--- src/rtl/sgn_pkg.sv ---
package sgn_pkg;

  localparam int MAX_ROWS   = 256;
  localparam int MAX_COLS   = 256;
  localparam int ROW_W      = $clog2(MAX_ROWS);
  localparam int COL_W      = $clog2(MAX_COLS);
  localparam int PIX_W      = 8;
  localparam int SIZE_W     = 9;
  localparam int THR_W      = 17;
  localparam int GRAD_W     = 11;
  localparam int SQ_W       = 22;
  localparam int ROOT_W     = 11;
  localparam int OUT_W      = 16;
  localparam int FRAC_W     = 14;
  localparam int Q14_ONE    = 16384;
  localparam int CFG_IDX_W  = 2;
  localparam int CFG_DATA_W = 17;
  localparam int CMD_DEPTH  = 4;
  localparam int CMD_PTR_W  = $clog2(CMD_DEPTH);

  localparam logic [CFG_IDX_W-1:0] CFG_ROWS   = 2'd0;
  localparam logic [CFG_IDX_W-1:0] CFG_COLS   = 2'd1;
  localparam logic [CFG_IDX_W-1:0] CFG_THRESH = 2'd2;

  localparam logic OP_LOAD = 1'b0;
  localparam logic OP_READ = 1'b1;

  typedef struct packed {
    logic             op;
    logic [PIX_W-1:0] pixel;
  } in_t;

  typedef struct packed {
    logic signed [OUT_W-1:0] grad_down;
    logic signed [OUT_W-1:0] grad_right;
    logic                    suppressed;
    logic                    frame_last;
  } res_t;

  typedef struct packed {
    logic             is_read;
    logic [PIX_W-1:0] pixel;
    logic [ROW_W-1:0] row;
    logic [COL_W-1:0] col;
    logic             calc;
    logic             border;
    logic             last;
  } cmd_t;

  typedef struct packed {
    logic [THR_W-1:0] threshold;
    logic             restart;
  } ctl_t;

endpackage

--- src/rtl/sgn_cmd_queue.sv ---
module sgn_cmd_queue (
  input  logic          clk_i,
  input  logic          rst_ni,
  input  logic          push_i,
  input  sgn_pkg::cmd_t data_i,
  output logic          full_o,
  output logic          valid_o,
  output sgn_pkg::cmd_t data_o,
  input  logic          pop_i
);
  import sgn_pkg::*;

  cmd_t                 mem_q [CMD_DEPTH];
  logic [CMD_PTR_W-1:0] wr_ptr_q, rd_ptr_q;
  logic [CMD_PTR_W:0]   count_q;
  logic                 do_push, do_pop;

  assign full_o  = (count_q == (CMD_PTR_W+1)'(CMD_DEPTH));
  assign valid_o = (count_q != '0);
  assign data_o  = mem_q[rd_ptr_q];
  assign do_push = push_i && !full_o;
  assign do_pop  = pop_i && valid_o;

  always_ff @(posedge clk_i) begin
    if (do_push) begin
      mem_q[wr_ptr_q] <= data_i;
    end
  end

  always_ff @(posedge clk_i or negedge rst_ni) begin
    if (!rst_ni) begin
      wr_ptr_q <= '0;
      rd_ptr_q <= '0;
      count_q  <= '0;
    end else begin
      if (do_push) wr_ptr_q <= wr_ptr_q + 1'b1;
      if (do_pop)  rd_ptr_q <= rd_ptr_q + 1'b1;
      if (do_push && !do_pop) count_q <= count_q + 1'b1;
      else if (!do_push && do_pop) count_q <= count_q - 1'b1;
    end
  end

endmodule

--- config.mk ---
export PLATFORM = sky130hd
export DESIGN_NAME = sgn_cmd_queue
export DESIGN_NICKNAME = d
export VERILOG_FILES = /design/src/rtl/sgn_pkg.sv /design/src/rtl/sgn_cmd_queue.sv
export SDC_FILE = /design/constraint.sdc
export NUM_CORES = 1
export LEC_CHECK = 0
export BUFFER_PORTS_ARGS = -buffer_cell sky130_fd_sc_hd__buf_2
export CAP_MARGIN = 25
export CORE_UTILIZATION = 45
export DETAILED_ROUTE_END_ITERATION = 10
export HOLD_SLACK_MARGIN = 0.05
export SYNTH_ARGS = -nofsm -noshare
export SYNTH_HDL_FRONTEND = slang
export SYNTH_SLANG_ARGS = --single-unit
--- constraint.sdc ---
create_clock -name clk_i -period 3 [get_ports clk_i]
set_clock_uncertainty 0.15 [all_clocks]
set_input_delay 0.15 -clock clk_i [delete_from_list [all_inputs] [get_ports clk_i]]
set_output_delay 0.15 -clock clk_i [all_outputs]
set_load 0.01 [all_outputs]
After elaboration in Yosys (flattened, before gate mapping). Memories as Yosys holds them, arrays and structs flattened. Index checks and enable logic that the tools add are counted. W data, S select, Z words.

Bits in registers: 7. Memories: 1. RAM bits: 112. Word-level logic and storage cells: 22.

Reductions and logical operators: 9. Muxes and demuxes: 4. Eq/ne operators: 1. Add/subtract/negate cells: 4.

Memories: mem_q (words 4, width 28, read ports 1, clocked after Yosys merged registers in 0, write ports 1, line sgn_cmd_queue.sv:13) `cmd_t mem_q [CMD_DEPTH];`.

Operators with widths (number): $mux W3 (2); $add A2 B1 Y2 const B (2); $logic_and A1 B1 Y1 (4); $add A3 B1 Y3 const B (1); $eq A3 B3 Y1 const B (1); $logic_not A1 Y1 (3); $reduce_bool A3 Y1 (1); $sub A3 B1 Y3 const B (1); $mux W1 (2); $reduce_bool A2 Y1 (1).

Longest topological paths before layout.
Depth in word-level cells: 7. Depth in mapped cells: 9.

Least setup slack after synthesis. No wires, ideal clock.

Kind: register to register. Start point: reg count_q[0]. End point: reg count_q[2]. Slack: 830 ps. Library setup time: 79 ps. Cell stages (with the launch flop): 9. Data arrival time: 1941 ps. Cells stage by stage: dfrtp_1 or3_4 nand2_1 ha_1 inv_1 fa_1 xor2_1 nor2_1 xor2_1.

RTL lines: from (decl) (line sgn_cmd_queue.sv:15) `logic [CMD_PTR_W:0] count_q;`; from (signal assigned) (line sgn_cmd_queue.sv:38) `if (do_push && !do_pop) count_q <= count_q + 1'b1;`; from (signal assigned) (line sgn_cmd_queue.sv:39) `else if (!do_push && do_pop) count_q <= count_q - 1'b1;`; $reduce_bool A3 Y1 (*) (line sgn_cmd_queue.sv:19) `assign valid_o = (count_q != '0);`; named net valid_o (line sgn_cmd_queue.sv:7) `output logic valid_o,`; $logic_and A1 B1 Y1 (*) (line sgn_cmd_queue.sv:22) `assign do_pop = pop_i && valid_o;`; $logic_not A1 Y1 (line sgn_cmd_queue.sv:38); $logic_and A1 B1 Y1 (line sgn_cmd_queue.sv:38); $mux W3 / $reduce_bool A2 Y1 (equally long branches).

Mark *: on every way through the listed nets, which the timed path passes. The rest lies on a longest branch. The select of a mux whose other input is x is not followed. A chain may end at the register's enable or synchronous reset.

==> reports/metrics.yaml <==
timing:
  worst_slack_ps: 514
  min_period_ps: 2490
  hold_viol: 0
  clock.fmax_ghz: 0.402
  setup_violations: 0
  slew_headroom_pct: 50.5
  rsz0062_at_grt: "no"
  worst_slew_pin_slew_ps: 742
  whs_ps: 250
  drv_slew: 0
  tns_ps: 0
  fin_crit_sh_pct: 82.9
final_layout:
  finalNonFillerCells: 437
  areaGrowthSynthToFinish_pct: 30.3
  fin_nets: 329
  n_antenna_cell: 0
  drive_gt1_share_pct: 43.8
clock_tree:
  clkTransAtPathRegs_ps: 50
  cts_tree: "built"
  htree_levels: 4
  root_buffer: "clkbuf_8"
  clockBufferDepth: 2
  post_cts_resize_count: 0
  clk_latency_ps: 500
  cts_made_buffers: 17
  cts_setup_buffers: 0
  cts.sinks: 119
detailed_routing:
  via_count: 2101
  drcViolationCount: 1
  drt_pass1_iterations: 7
  viasPerCell: 4.81
  antenna_left: 0
  wl_per_cell_um: 17.0
  drt_iter0_markers: 57
  routed_wl_mm: 7.45
setup_path:
  arrival_ps: 2190
  endpoint_kind: "primary output"
  start_kind: "flop"
  required_ps: 2700
  critPathKind: "flop to primary output"
  ff2ff_setup_slack_ps: 660
  cp_max_fo: 16
global_route:
  gr-total-overflow: 0
  grt_max_degree: 29
  grt_pass1_vias: 2198
  antenna_found_initial: 0
  grt.total_usage_pct: 15.9
  grt_pass1_wl_mm: 11.5
pwr:
  pwr-share-comb_pct: 26.5
  clkPwrFrac_pct: 31.8
  switching_power_mw: 1.58
  p_total_mw: 5.77
  power.internal_mw: 4.19
  power_leakage_nw: 2.09
  p_seq_share_pct: 41.7
  ir_worst_vdd_v: 0.000531
  swShare_pct: 27.3
  powerDensity_nw_per_um2: 991
die:
  fp.dieArea_um2: 10300
  core_area_um2: 9680
  die_w_um: 102
  rows: 36
  die_h_um: 102
  ios: 62
  initial_core_util_pct: 46.2
yosys:
  yosysWarnings: 0
  avgSynthCellArea_um2: 24.7
  synth_top_cell_area_share_pct: 75.2
  synthCells: 181
  synth.cell_area_um2: 4470
  synth_nets: 219
  synth_area_leaders: "edfxtp_1 (75%), mux4_2 (14%), dfrtp_1 (3.9%)"
  synth_cell_types: 20
  yosysSeqAreaShare_pct: 79.1
  ys_ff_latch: 119
  synth_largest_area_cell: "edfxtp_1"
flow_run:
  max_cap_violations: 0
placement:
  hpwl_mm: 4.21
  gp_congestion: 0.714
  portBuffers: 61
  pre_cts_ws_ps: 727
  placed_cells: 373
run_status:
  violations: "design-rule violations"
  status: "finished with violations"
hold_path:
  hold_path_class: "input pin to flop"
[cells by family after synthesis]
logic type | Yosys count | synth area share [%]
xor+xnor | 6 | 1.18
buf+inv | 10 | 1.34
simple gates | 10 | 1.82
mux | 30 | 14.7
flops | 119 | 79.1
fa+ha+maj | 6 | 1.85
[timing repair]
| item | CTS | global route |
|---|---|---|
| hold buffers | 32 | 0 |
| endpoints found under the hold margin | 124 | 0 |
| endpoints found under the setup margin | 0 | 0 |
[worst max-delay path, stage by stage (launching register included)]
cell and delay (ps):
dfrtp_2 720, buf_12 260, mux4_2 540, buf_2 160
[final cells by class]
type	instances	area [um2]
fill	685	3860
clock inverter	11	108
multi-input combinational	52	873
timing repair buffer	98	688
inverter	3	11.3
tap	133	166
clock buffer	21	439
sequential	119	3540
[metal layers]
metal | GRT usage, % | part of all wire [%] | vias to the layer above
met5 | 0 | 0 | -
met4 | 8.03 | 1.3 | 0
met3 | 4.69 | 3.8 | 9
met2 | 25.4 | 51 | 39
met1 | 20.1 | 44 | 1076
li1 | - | - | 977
[power by group through the flow]
stage	logic (mW)	clock network, mW	registers [mW]
after CTS	1.57	1.87	2.42
after detailed placement	1.53	0	2.45
after floorplan	1.09	0	2.32
after global routing	1.66	1.93	2.45
final	1.53	1.84	2.41
after global placement	1.52	0	2.43
[state kept, by name (all words and copies together) (netlist names)]
signal / flops
mem_q: 112
count_q: 3
rd_ptr_q: 2
wr_ptr_q: 2
[synth_stat cells (all sizes together)]
cell and count:
xnor2 4, mux4 28, nor2 1, xor2 2, or3 1, nor3b 1
nand3 1, mux2 2, nand2 1, nor2b 1, and2 4, fa 1
inv 3, edfxtp 112, dfrtp 7, buf 7, ha 5
[cell usage in the layout (no fill, tap or decap)]
master           n
buf_2           61
mux2_2           1
dfrtp_1          6
dfrtp_2          1
nand3_1          1
inv_1            3
nor2b_2          1
fa_1             1
xnor2_1          4
ha_1             5
mux4_2          28
edfxtp_1       112
clkbuf_16       16
bufinv_16        2
clkinvlp_4       1
nor2_1           1
or3_4            1
clkbuf_1         3
buf_12           2
clkbuf_8         2
xor2_1           2
buf_4            3
and2_2           4
nor3b_4          1
clkinv_2         8
dlygate4sd3_1   32
nand2_1          1
mux2_4           1
[worst paths after layout]
path / start / endpoint / cells after the start
worst max-delay path: rd_ptr_q[0] / data_o[17] / 3
worst max register to register: count_q[0] / count_q[2] / 8
min in group asynchronous: rst_ni / count_q[0] / 3
worst min-delay path: data_i[7] / mem_q[1][7] / 2
max in group asynchronous: rst_ni / rd_ptr_q[0] / 3
worst min register to register: count_q[2] / count_q[2] / 1
[stage by stage]
step	cell area [um2]	util [%]
after floorplan	4470	-
after global placement	4960	51.2
after detailed placement	4960	51.2
after CTS	5830	60.2
after global routing	5830	60.2
final	5830	60.2
Power figures use the tool's default switching activity.
