$ cat src/rtl/sgn_pkg.sv
package sgn_pkg;

  localparam int MAX_ROWS   = 256;
  localparam int MAX_COLS   = 256;
  localparam int ROW_W      = $clog2(MAX_ROWS);
  localparam int COL_W      = $clog2(MAX_COLS);
  localparam int PIX_W      = 8;
  localparam int SIZE_W     = 9;
  localparam int THR_W      = 17;
  localparam int GRAD_W     = 11;
  localparam int SQ_W       = 22;
  localparam int ROOT_W     = 11;
  localparam int OUT_W      = 16;
  localparam int FRAC_W     = 14;
  localparam int Q14_ONE    = 16384;
  localparam int CFG_IDX_W  = 2;
  localparam int CFG_DATA_W = 17;
  localparam int CMD_DEPTH  = 4;
  localparam int CMD_PTR_W  = $clog2(CMD_DEPTH);

  localparam logic [CFG_IDX_W-1:0] CFG_ROWS   = 2'd0;
  localparam logic [CFG_IDX_W-1:0] CFG_COLS   = 2'd1;
  localparam logic [CFG_IDX_W-1:0] CFG_THRESH = 2'd2;

  localparam logic OP_LOAD = 1'b0;
  localparam logic OP_READ = 1'b1;

  typedef struct packed {
    logic             op;
    logic [PIX_W-1:0] pixel;
  } in_t;

  typedef struct packed {
    logic signed [OUT_W-1:0] grad_down;
    logic signed [OUT_W-1:0] grad_right;
    logic                    suppressed;
    logic                    frame_last;
  } res_t;

  typedef struct packed {
    logic             is_read;
    logic [PIX_W-1:0] pixel;
    logic [ROW_W-1:0] row;
    logic [COL_W-1:0] col;
    logic             calc;
    logic             border;
    logic             last;
  } cmd_t;

  typedef struct packed {
    logic [THR_W-1:0] threshold;
    logic             restart;
  } ctl_t;

endpackage

$ cat src/rtl/sgn_front.sv
module sgn_front (
  input  logic                           clk_i,
  input  logic                           rst_ni,
  input  logic                           push,
  output logic                           full,
  input  sgn_pkg::in_t                   in_i,
  input  logic                           cfg_we_i,
  input  logic [sgn_pkg::CFG_IDX_W-1:0]  cfg_idx_i,
  input  logic [sgn_pkg::CFG_DATA_W-1:0] cfg_data_i,
  output logic                           cmd_push_o,
  output sgn_pkg::cmd_t                  cmd_o,
  input  logic                           cmd_full_i,
  output sgn_pkg::ctl_t                  ctl_o
);
  import sgn_pkg::*;

  logic [SIZE_W-1:0] rows_q, cols_q;
  logic [THR_W-1:0]  thr_q;
  logic [ROW_W-1:0]  ld_row_q, rd_row_q, last_row;
  logic [COL_W-1:0]  ld_col_q, rd_col_q, last_col;
  logic              ready_q;
  logic              accept, is_load, is_read, restart;
  logic              ld_eol, ld_last, rd_eol, rd_last;

  function automatic logic [ROW_W-1:0] last_index(input logic [SIZE_W-1:0] v,
                                                  input int unsigned maxv);
    logic [ROW_W-1:0] r;
    if (v == '0) r = '0;
    else if (v > SIZE_W'(maxv)) r = ROW_W'(maxv - 1);
    else r = ROW_W'(v - 1'b1);
    return r;
  endfunction

  assign last_row = last_index(rows_q, MAX_ROWS);
  assign last_col = COL_W'(last_index(cols_q, MAX_COLS));

  assign full    = cmd_full_i;
  assign accept  = push && !cmd_full_i;
  assign is_load = accept && (in_i.op == OP_LOAD) && !ready_q;
  assign is_read = accept && (in_i.op == OP_READ) && ready_q;
  assign restart = cfg_we_i && ((cfg_idx_i == CFG_ROWS) || (cfg_idx_i == CFG_COLS));

  assign ld_eol  = (ld_col_q == last_col);
  assign ld_last = ld_eol && (ld_row_q == last_row);
  assign rd_eol  = (rd_col_q == last_col);
  assign rd_last = rd_eol && (rd_row_q == last_row);

  assign cmd_push_o = is_load || is_read;

  always_comb begin
    cmd_o         = '0;
    cmd_o.is_read = (in_i.op == OP_READ);
    cmd_o.pixel   = in_i.pixel;
    if (in_i.op == OP_READ) begin
      cmd_o.row    = rd_row_q;
      cmd_o.col    = rd_col_q;
      cmd_o.last   = rd_last;
      cmd_o.border = (rd_row_q == '0) || (rd_col_q == '0) || (rd_row_q == last_row) ||
                     rd_eol;
    end else begin
      cmd_o.row  = ld_row_q;
      cmd_o.col  = ld_col_q;
      cmd_o.last = ld_last;
      cmd_o.calc = (ld_row_q >= ROW_W'(2)) && (ld_col_q >= COL_W'(2));
    end
  end

  assign ctl_o.threshold = thr_q;
  assign ctl_o.restart   = restart;

  always_ff @(posedge clk_i or negedge rst_ni) begin
    if (!rst_ni) begin
      rows_q   <= SIZE_W'(MAX_ROWS);
      cols_q   <= SIZE_W'(MAX_COLS);
      thr_q    <= '0;
      ld_row_q <= '0;
      ld_col_q <= '0;
      rd_row_q <= '0;
      rd_col_q <= '0;
      ready_q  <= 1'b0;
    end else begin
      if (cfg_we_i) begin
        case (cfg_idx_i)
          CFG_ROWS:   rows_q <= cfg_data_i[SIZE_W-1:0];
          CFG_COLS:   cols_q <= cfg_data_i[SIZE_W-1:0];
          CFG_THRESH: thr_q  <= cfg_data_i[THR_W-1:0];
          default: ;
        endcase
      end
      if (restart) begin
        ld_row_q <= '0;
        ld_col_q <= '0;
        rd_row_q <= '0;
        rd_col_q <= '0;
        ready_q  <= 1'b0;
      end else if (is_load) begin
        ld_col_q <= ld_eol ? '0 : ld_col_q + 1'b1;
        if (ld_eol) ld_row_q <= ld_row_q + 1'b1;
        if (ld_last) begin
          ld_row_q <= '0;
          ready_q  <= 1'b1;
        end
      end else if (is_read) begin
        rd_col_q <= rd_eol ? '0 : rd_col_q + 1'b1;
        if (rd_eol) rd_row_q <= rd_row_q + 1'b1;
        if (rd_last) begin
          rd_row_q <= '0;
          ready_q  <= 1'b0;
        end
      end
    end
  end

endmodule

$ cat config.mk
export PLATFORM = sky130hd
export DESIGN_NAME = sgn_front
export DESIGN_NICKNAME = d
export VERILOG_FILES = /design/src/rtl/sgn_pkg.sv /design/src/rtl/sgn_front.sv
export SDC_FILE = /design/constraint.sdc
export NUM_CORES = 1
export LEC_CHECK = 0
export ABC_AREA = 1
export BUFFER_PORTS_ARGS = -buffer_cell sky130_fd_sc_hd__buf_2
export CAP_MARGIN = 40
export CORE_MARGIN = 4
export CORE_UTILIZATION = 52
export DETAILED_ROUTE_END_ITERATION = 6
export PLACE_DENSITY = 0.9
export SKIP_LAST_GASP = 1
export SYNTH_ARGS = -nofsm -noshare
export SYNTH_HDL_FRONTEND = slang
export SYNTH_SLANG_ARGS = --single-unit
$ cat constraint.sdc
create_clock -name clk_i -period 2.65 [get_ports clk_i]
set_clock_uncertainty 0.1 [all_clocks]
set_input_delay 0.53 -clock clk_i [delete_from_list [all_inputs] [get_ports clk_i]]
set_output_delay 0.53 -clock clk_i [all_outputs]
set_load 0.005 [all_outputs]
; After elaboration in Yosys (flattened, before gate mapping)
; Index checks and enable logic that the tools add are counted.
[classes]
n_bitwise = 1
mux = 29
n_lt_le_gt_ge = 4
addsub = 6
reduce_logical = 34
eq_ne = 8
[ops]
columns = op, n
row1 = two-way mux 8 bit, 20
row2 = "adder 8 x 1 -> 8 bit, second input constant", 4
row3 = equality test 8 bit, 4
row4 = "greater-than comparator 9 bit, second input constant", 2
row5 = zero test 9 bit, 2
row6 = ">= comparator 8 x 2 -> 1 bit, second input constant", 2
row7 = zero test 8 bit, 2
row8 = two-way mux 16 bit, 1
row9 = "subtractor 8 x 1 -> 8 bit, second input constant", 2
row10 = nonzero test 3 bit, 4
row11 = AND reduction 2 bit, 5
row12 = logical AND 1 bit, 9
row13 = two-way mux 1 bit, 8
row14 = AND reduction 3 bit, 2
row15 = logical OR 1 bit, 5
row16 = nonzero test 2 bit, 2
row17 = "!= test 3 x 1 -> 1 bit, second input constant", 1
row18 = "equality test 2 x 1 -> 1 bit, second input constant", 1
row19 = "equality test 2 bit, second input constant", 1
row20 = zero test 1 bit, 2
row21 = zero test 2 bit, 1
row22 = "!= test 2 x 1 -> 1 bit, second input constant", 1
row23 = inverter 1 bit, 1
[word_totals]
input_bits = 33
ff_bits = 68
out_inout_bits = 48

; Logic depth before layout (Yosys ltp)
[logic_depth]
word_depth = 9
ltp_mapped = 18
ltp_nobuf = 18

; Worst setup path before layout
; OpenSTA, ideal clock, no wires.
[synth_timing]
path_type = register -> output
from = register rows_q[0]
to = output port cmd_o[0] (netlist name)
stages_incl_launch_ff = 15
arrival_ns = 1.987
slack_ns = 0.033
path_cell_list = dfrtp_1 -> inv_1 -> ha_1 -> nand2_1 -> nor2_2 -> nand3_1 -> buf_4 -> nand2_1 -> xor2_1 -> nand2_1 -> nor2_2 -> nand2_2 -> nor2_4 -> nand2_1 -> o21ai_1
[synth_rtl]
columns = element, line
row1 = from (decl), sgn_front.sv:17  ; logic [SIZE_W-1:0] rows_q, cols_q;
row2 = from (signal assigned), sgn_front.sv:73  ; rows_q <= SIZE_W'(MAX_ROWS);
row3 = from (signal assigned), sgn_front.sv:84  ; CFG_ROWS: rows_q <= cfg_data_i[SIZE_W-1:0];
row4 = to (decl), sgn_front.sv:11  ; output sgn_pkg::cmd_t cmd_o,

==> results.py <==
metrics = {
    "run_status": {
        "outcome": "finished with violations",
        "violations": "setup timing",
    },
    "run": {
        "cap_violations": 0,
    },
    "timing": {
        "post-route-period-util_pct": 115.2,
        "post-route-min-period_ps": 3052,
        "setup_ws_ps": -402.3,
        "hold_viol": 0,
        "achievable-frequency_mhz": 327.6,
        "setup_viol": 3,
        "maxSlewHeadroom_pct": 61.45,
        "rsz0062_at_grt": "true",
        "worst_slew_pin_slew_ps": 576.6,
        "finalMaxSlewViolations": 0,
    },
    "critical_path": {
        "reg2reg_from": "rows_q[0]",
        "r2r_cells": 25,
        "worstPathArrival_ps": 2420,
        "crit_start": "rows_q[0]",
        "cp-start-kind": "register",
        "cp_max_fo": 6,
        "crit_type": "register to output port",
        "end_kind": "output port",
        "cp.required_ps": 2020,
        "r2r_end": "ready_q",
        "endpoint": "cmd_o[0]",
        "ff2ff_setup_slack_ps": -360,
    },
    "floorplanning": {
        "core_area_sq_um": 8763,
        "ioPinCount": 81,
        "chipHeight_um": 102.9,
        "die-area_sq_um": 10590,
        "start_util_pct": 53.47,
        "die_x_um": 102.9,
        "rows": 34,
    },
    "placement": {
        "dp_cells": 826,
        "place_area_sq_um": 5184,
        "gp_congestion": 1.001,
        "port_buffers": 64,
        "post-dp-hpwl_um": 9495,
    },
    "drt": {
        "drt-pass1-iter-count": 6,
        "drcViolationCount": 0,
        "totalWireLength_um": 13250,
        "wl_per_cell_um": 15.23,
        "vias_per_cell": 5.524,
        "vias": 4806,
        "ant_nets": 0,
        "drt_iter0_markers": 366,
    },
    "clock_tree": {
        "cts.sinks": 68,
        "cts_hold_buf": 0,
        "insertion_delay_ps": 350,
        "cts_max_level": 3,
        "cts_tree": "done",
        "cts_made_buffers": 9,
        "root_buffer": "clkbuf_8",
        "cts_buffer_depth": 2,
        "clk_pin_slew_ps": 80,
    },
    "layout": {
        "drive_above_1_share_pct": 30.58,
        "layout.nets": 800,
        "multi_input_comb_area_sq_um": 2760,
        "syn_to_final_growth_pct": 24.99,
        "fillers": 704,
        "fin_area_sq_um": 5857,
        "seqCellArea_sq_um": 1707,
        "antenna_cells": 0,
        "final_cells": 870,
    },
    "power": {
        "powerDensity_nw_per_um2": 640.2,
        "p_total_w": 0.003749,
        "power_leakage_nw": 2.977,
        "ir_drop_mv": 0.4557,
    },
    "grt": {
        "grt_pass1_vias": 4662,
        "overflow": 0,
        "grt_first_pass_wirelength_um": 21660,
        "grtUsageTotal_pct": 25.90,
        "grt_max_degree": 38,
        "antenna_found_initial": 0,
    },
    "synthesis": {
        "syn_area_sq_um": 4686,
        "ys_ff_latch": 68,
        "syn_nets": 699,
        "seq_area_frac_synth_pct": 36.37,
        "syn_area_per_cell_sq_um": 7.143,
        "syn_inst": 656,
        "synth_cell_types": 39,
        "yosys_warnings": 0,
    },
    "hold_path": {
        "hold_class": "input pin to async pin",
    },
}
-- timing repair --
action	in CTS	in global routing
endpoints found under the setup margin	2	19
buffers inserted	20	8
gates resized for setup	41	36
pin swaps	22	25
gates cloned	0	0
-- power breakdown --
part	leakage, nW	internal (W)	total (W)	switching (W)
logic	2.00	0.000671	0.00155	0.000875
registers	0.880	0.00117	0.00133	0.000151
clock network	0.0927	0.000435	0.000876	0.000441
-- layer usage --
metal	global-route usage (%)	share of wire [%]
met5	0	0
met4	10.46	4.0
met3	5.480	8.5
met2	42.53	47
met1	33.35	41
-- worst min-delay path by stage --
stage / cells past startpoint / slack [ps] / from / to
3_3_place_gp: 2 / 370 / thr_q[6] / thr_q[6]
5_1_grt: 1 / 70 / rst_ni / rows_q[6]
4_1_cts: 1 / 60 / rst_ni / rows_q[7]
2_1_floorplan: 0 / 130 / rst_ni / cols_q[0]
3_5_place_dp: 2 / 370 / thr_q[6] / thr_q[6]
6_report: 1 / 50 / rst_ni / rows_q[6]
-- sequential cells by signal, indices dropped and copies added (netlist names) --
name      cells
rd_col_q      8
ld_row_q      8
thr_q        17
rows_q        9
rd_row_q      8
ld_col_q      8
ready_q       1
cols_q        9
-- cells in the final DEF, fill, tap and decap left out, types with 2 or more instances in the layout --
| master | count |
|---|---|
| a21oi_1 | 3 |
| nor2_4 | 8 |
| xor2_2 | 3 |
| buf_4 | 46 |
| nand3_2 | 15 |
| mux2_2 | 8 |
| xor2_1 | 29 |
| clkinv_2 | 2 |
| nand3b_1 | 5 |
| nand3_1 | 49 |
| inv_1 | 65 |
| nand2_2 | 24 |
| nand3_4 | 2 |
| ha_4 | 2 |
| clkbuf_8 | 9 |
| dfrtp_1 | 64 |
| clkinvlp_4 | 2 |
| buf_6 | 7 |
| nand2_4 | 6 |
| buf_2 | 64 |
| ha_1 | 8 |
| nand2_1 | 179 |
| inv_2 | 10 |
| o21ai_2 | 2 |
| nand4_1 | 8 |
| dfrtp_2 | 2 |
| clkinv_1 | 3 |
| nor4_1 | 5 |
| o22ai_1 | 11 |
| nor3_1 | 10 |
| nor2_2 | 10 |
| nor2_1 | 39 |
| o21ai_0 | 45 |
| dfstp_2 | 2 |
-- through the flow --
step	hold slack (ps)	worst slack (ps)	TNS [ps]	utilization, %
after floorplan	134.4	32.85	0	-
after global placement	367.5	-112.0	-112.0	59.15
after detailed placement	374.0	-124.5	-160.1	59.15
after CTS	56.55	-376.0	-931.2	64.63
after global routing	70.36	-535.1	-2202	66.83
final	54.92	-402.3	-1085	66.83
-- kinds of logic after synthesis --
family,synth area share [%]
adders and majority gates,2.670
AOI/OAI and AO/OA,8.038
muxes,1.923
and+or+nand+nor,34.93
buffers and inverters,9.907
DFF,36.37
xor gates and xnor gates,6.168
-- synthesized netlist by cell type, drive strengths merged --
cell type / number / area share, %
buf: 14 / 2.4
dfstp: 2 / 1.1
a21oi: 4 / 0.51
xnor2: 1 / 0.19
mux2: 8 / 1.9
o21ai: 49 / 5.6
a221oi: 1 / 0.19
inv: 76 / 6.1
a31oi: 1 / 0.13
ha: 10 / 2.7
xor2: 32 / 6.0
clkinv: 3 / 0.24
nand3b: 5 / 0.80
o22ai: 11 / 1.5
and2: 1 / 0.13
nand3: 66 / 7.7
clkbuf: 14 / 1.1
nand4: 9 / 1.5
nor3: 10 / 1.1
nand2: 209 / 17
nor2: 57 / 5.6
a41oi: 1 / 0.19
nor4: 5 / 0.67
or2: 1 / 0.13
dfrtp: 66 / 35
-- area by class of cell --
cell class,instances,share of cell area (%)
tap,108,2.307
sequential,68,29.14
inverter,79,5.106
clock inverter,6,1.090
multi-input combinational,481,47.13
clock buffer,10,2.179
timing repair buffer,118,13.05
-- critical path, stage by stage, from the launching register on --
cell	delay, ps
dfrtp_1	400
inv_2	90
ha_4	150
nand2_4	50
nor2_4	160
nand2_2	80
nand2_4	120
buf_6	140
nand2_4	50
nand2_2	50
nand2_1	50
nor2_1	100
nand3_1	100
nor2_2	150
nand2_2	90
o21ai_2	140
buf_2	140
Note: power is estimated with default switching activity, not from simulation.
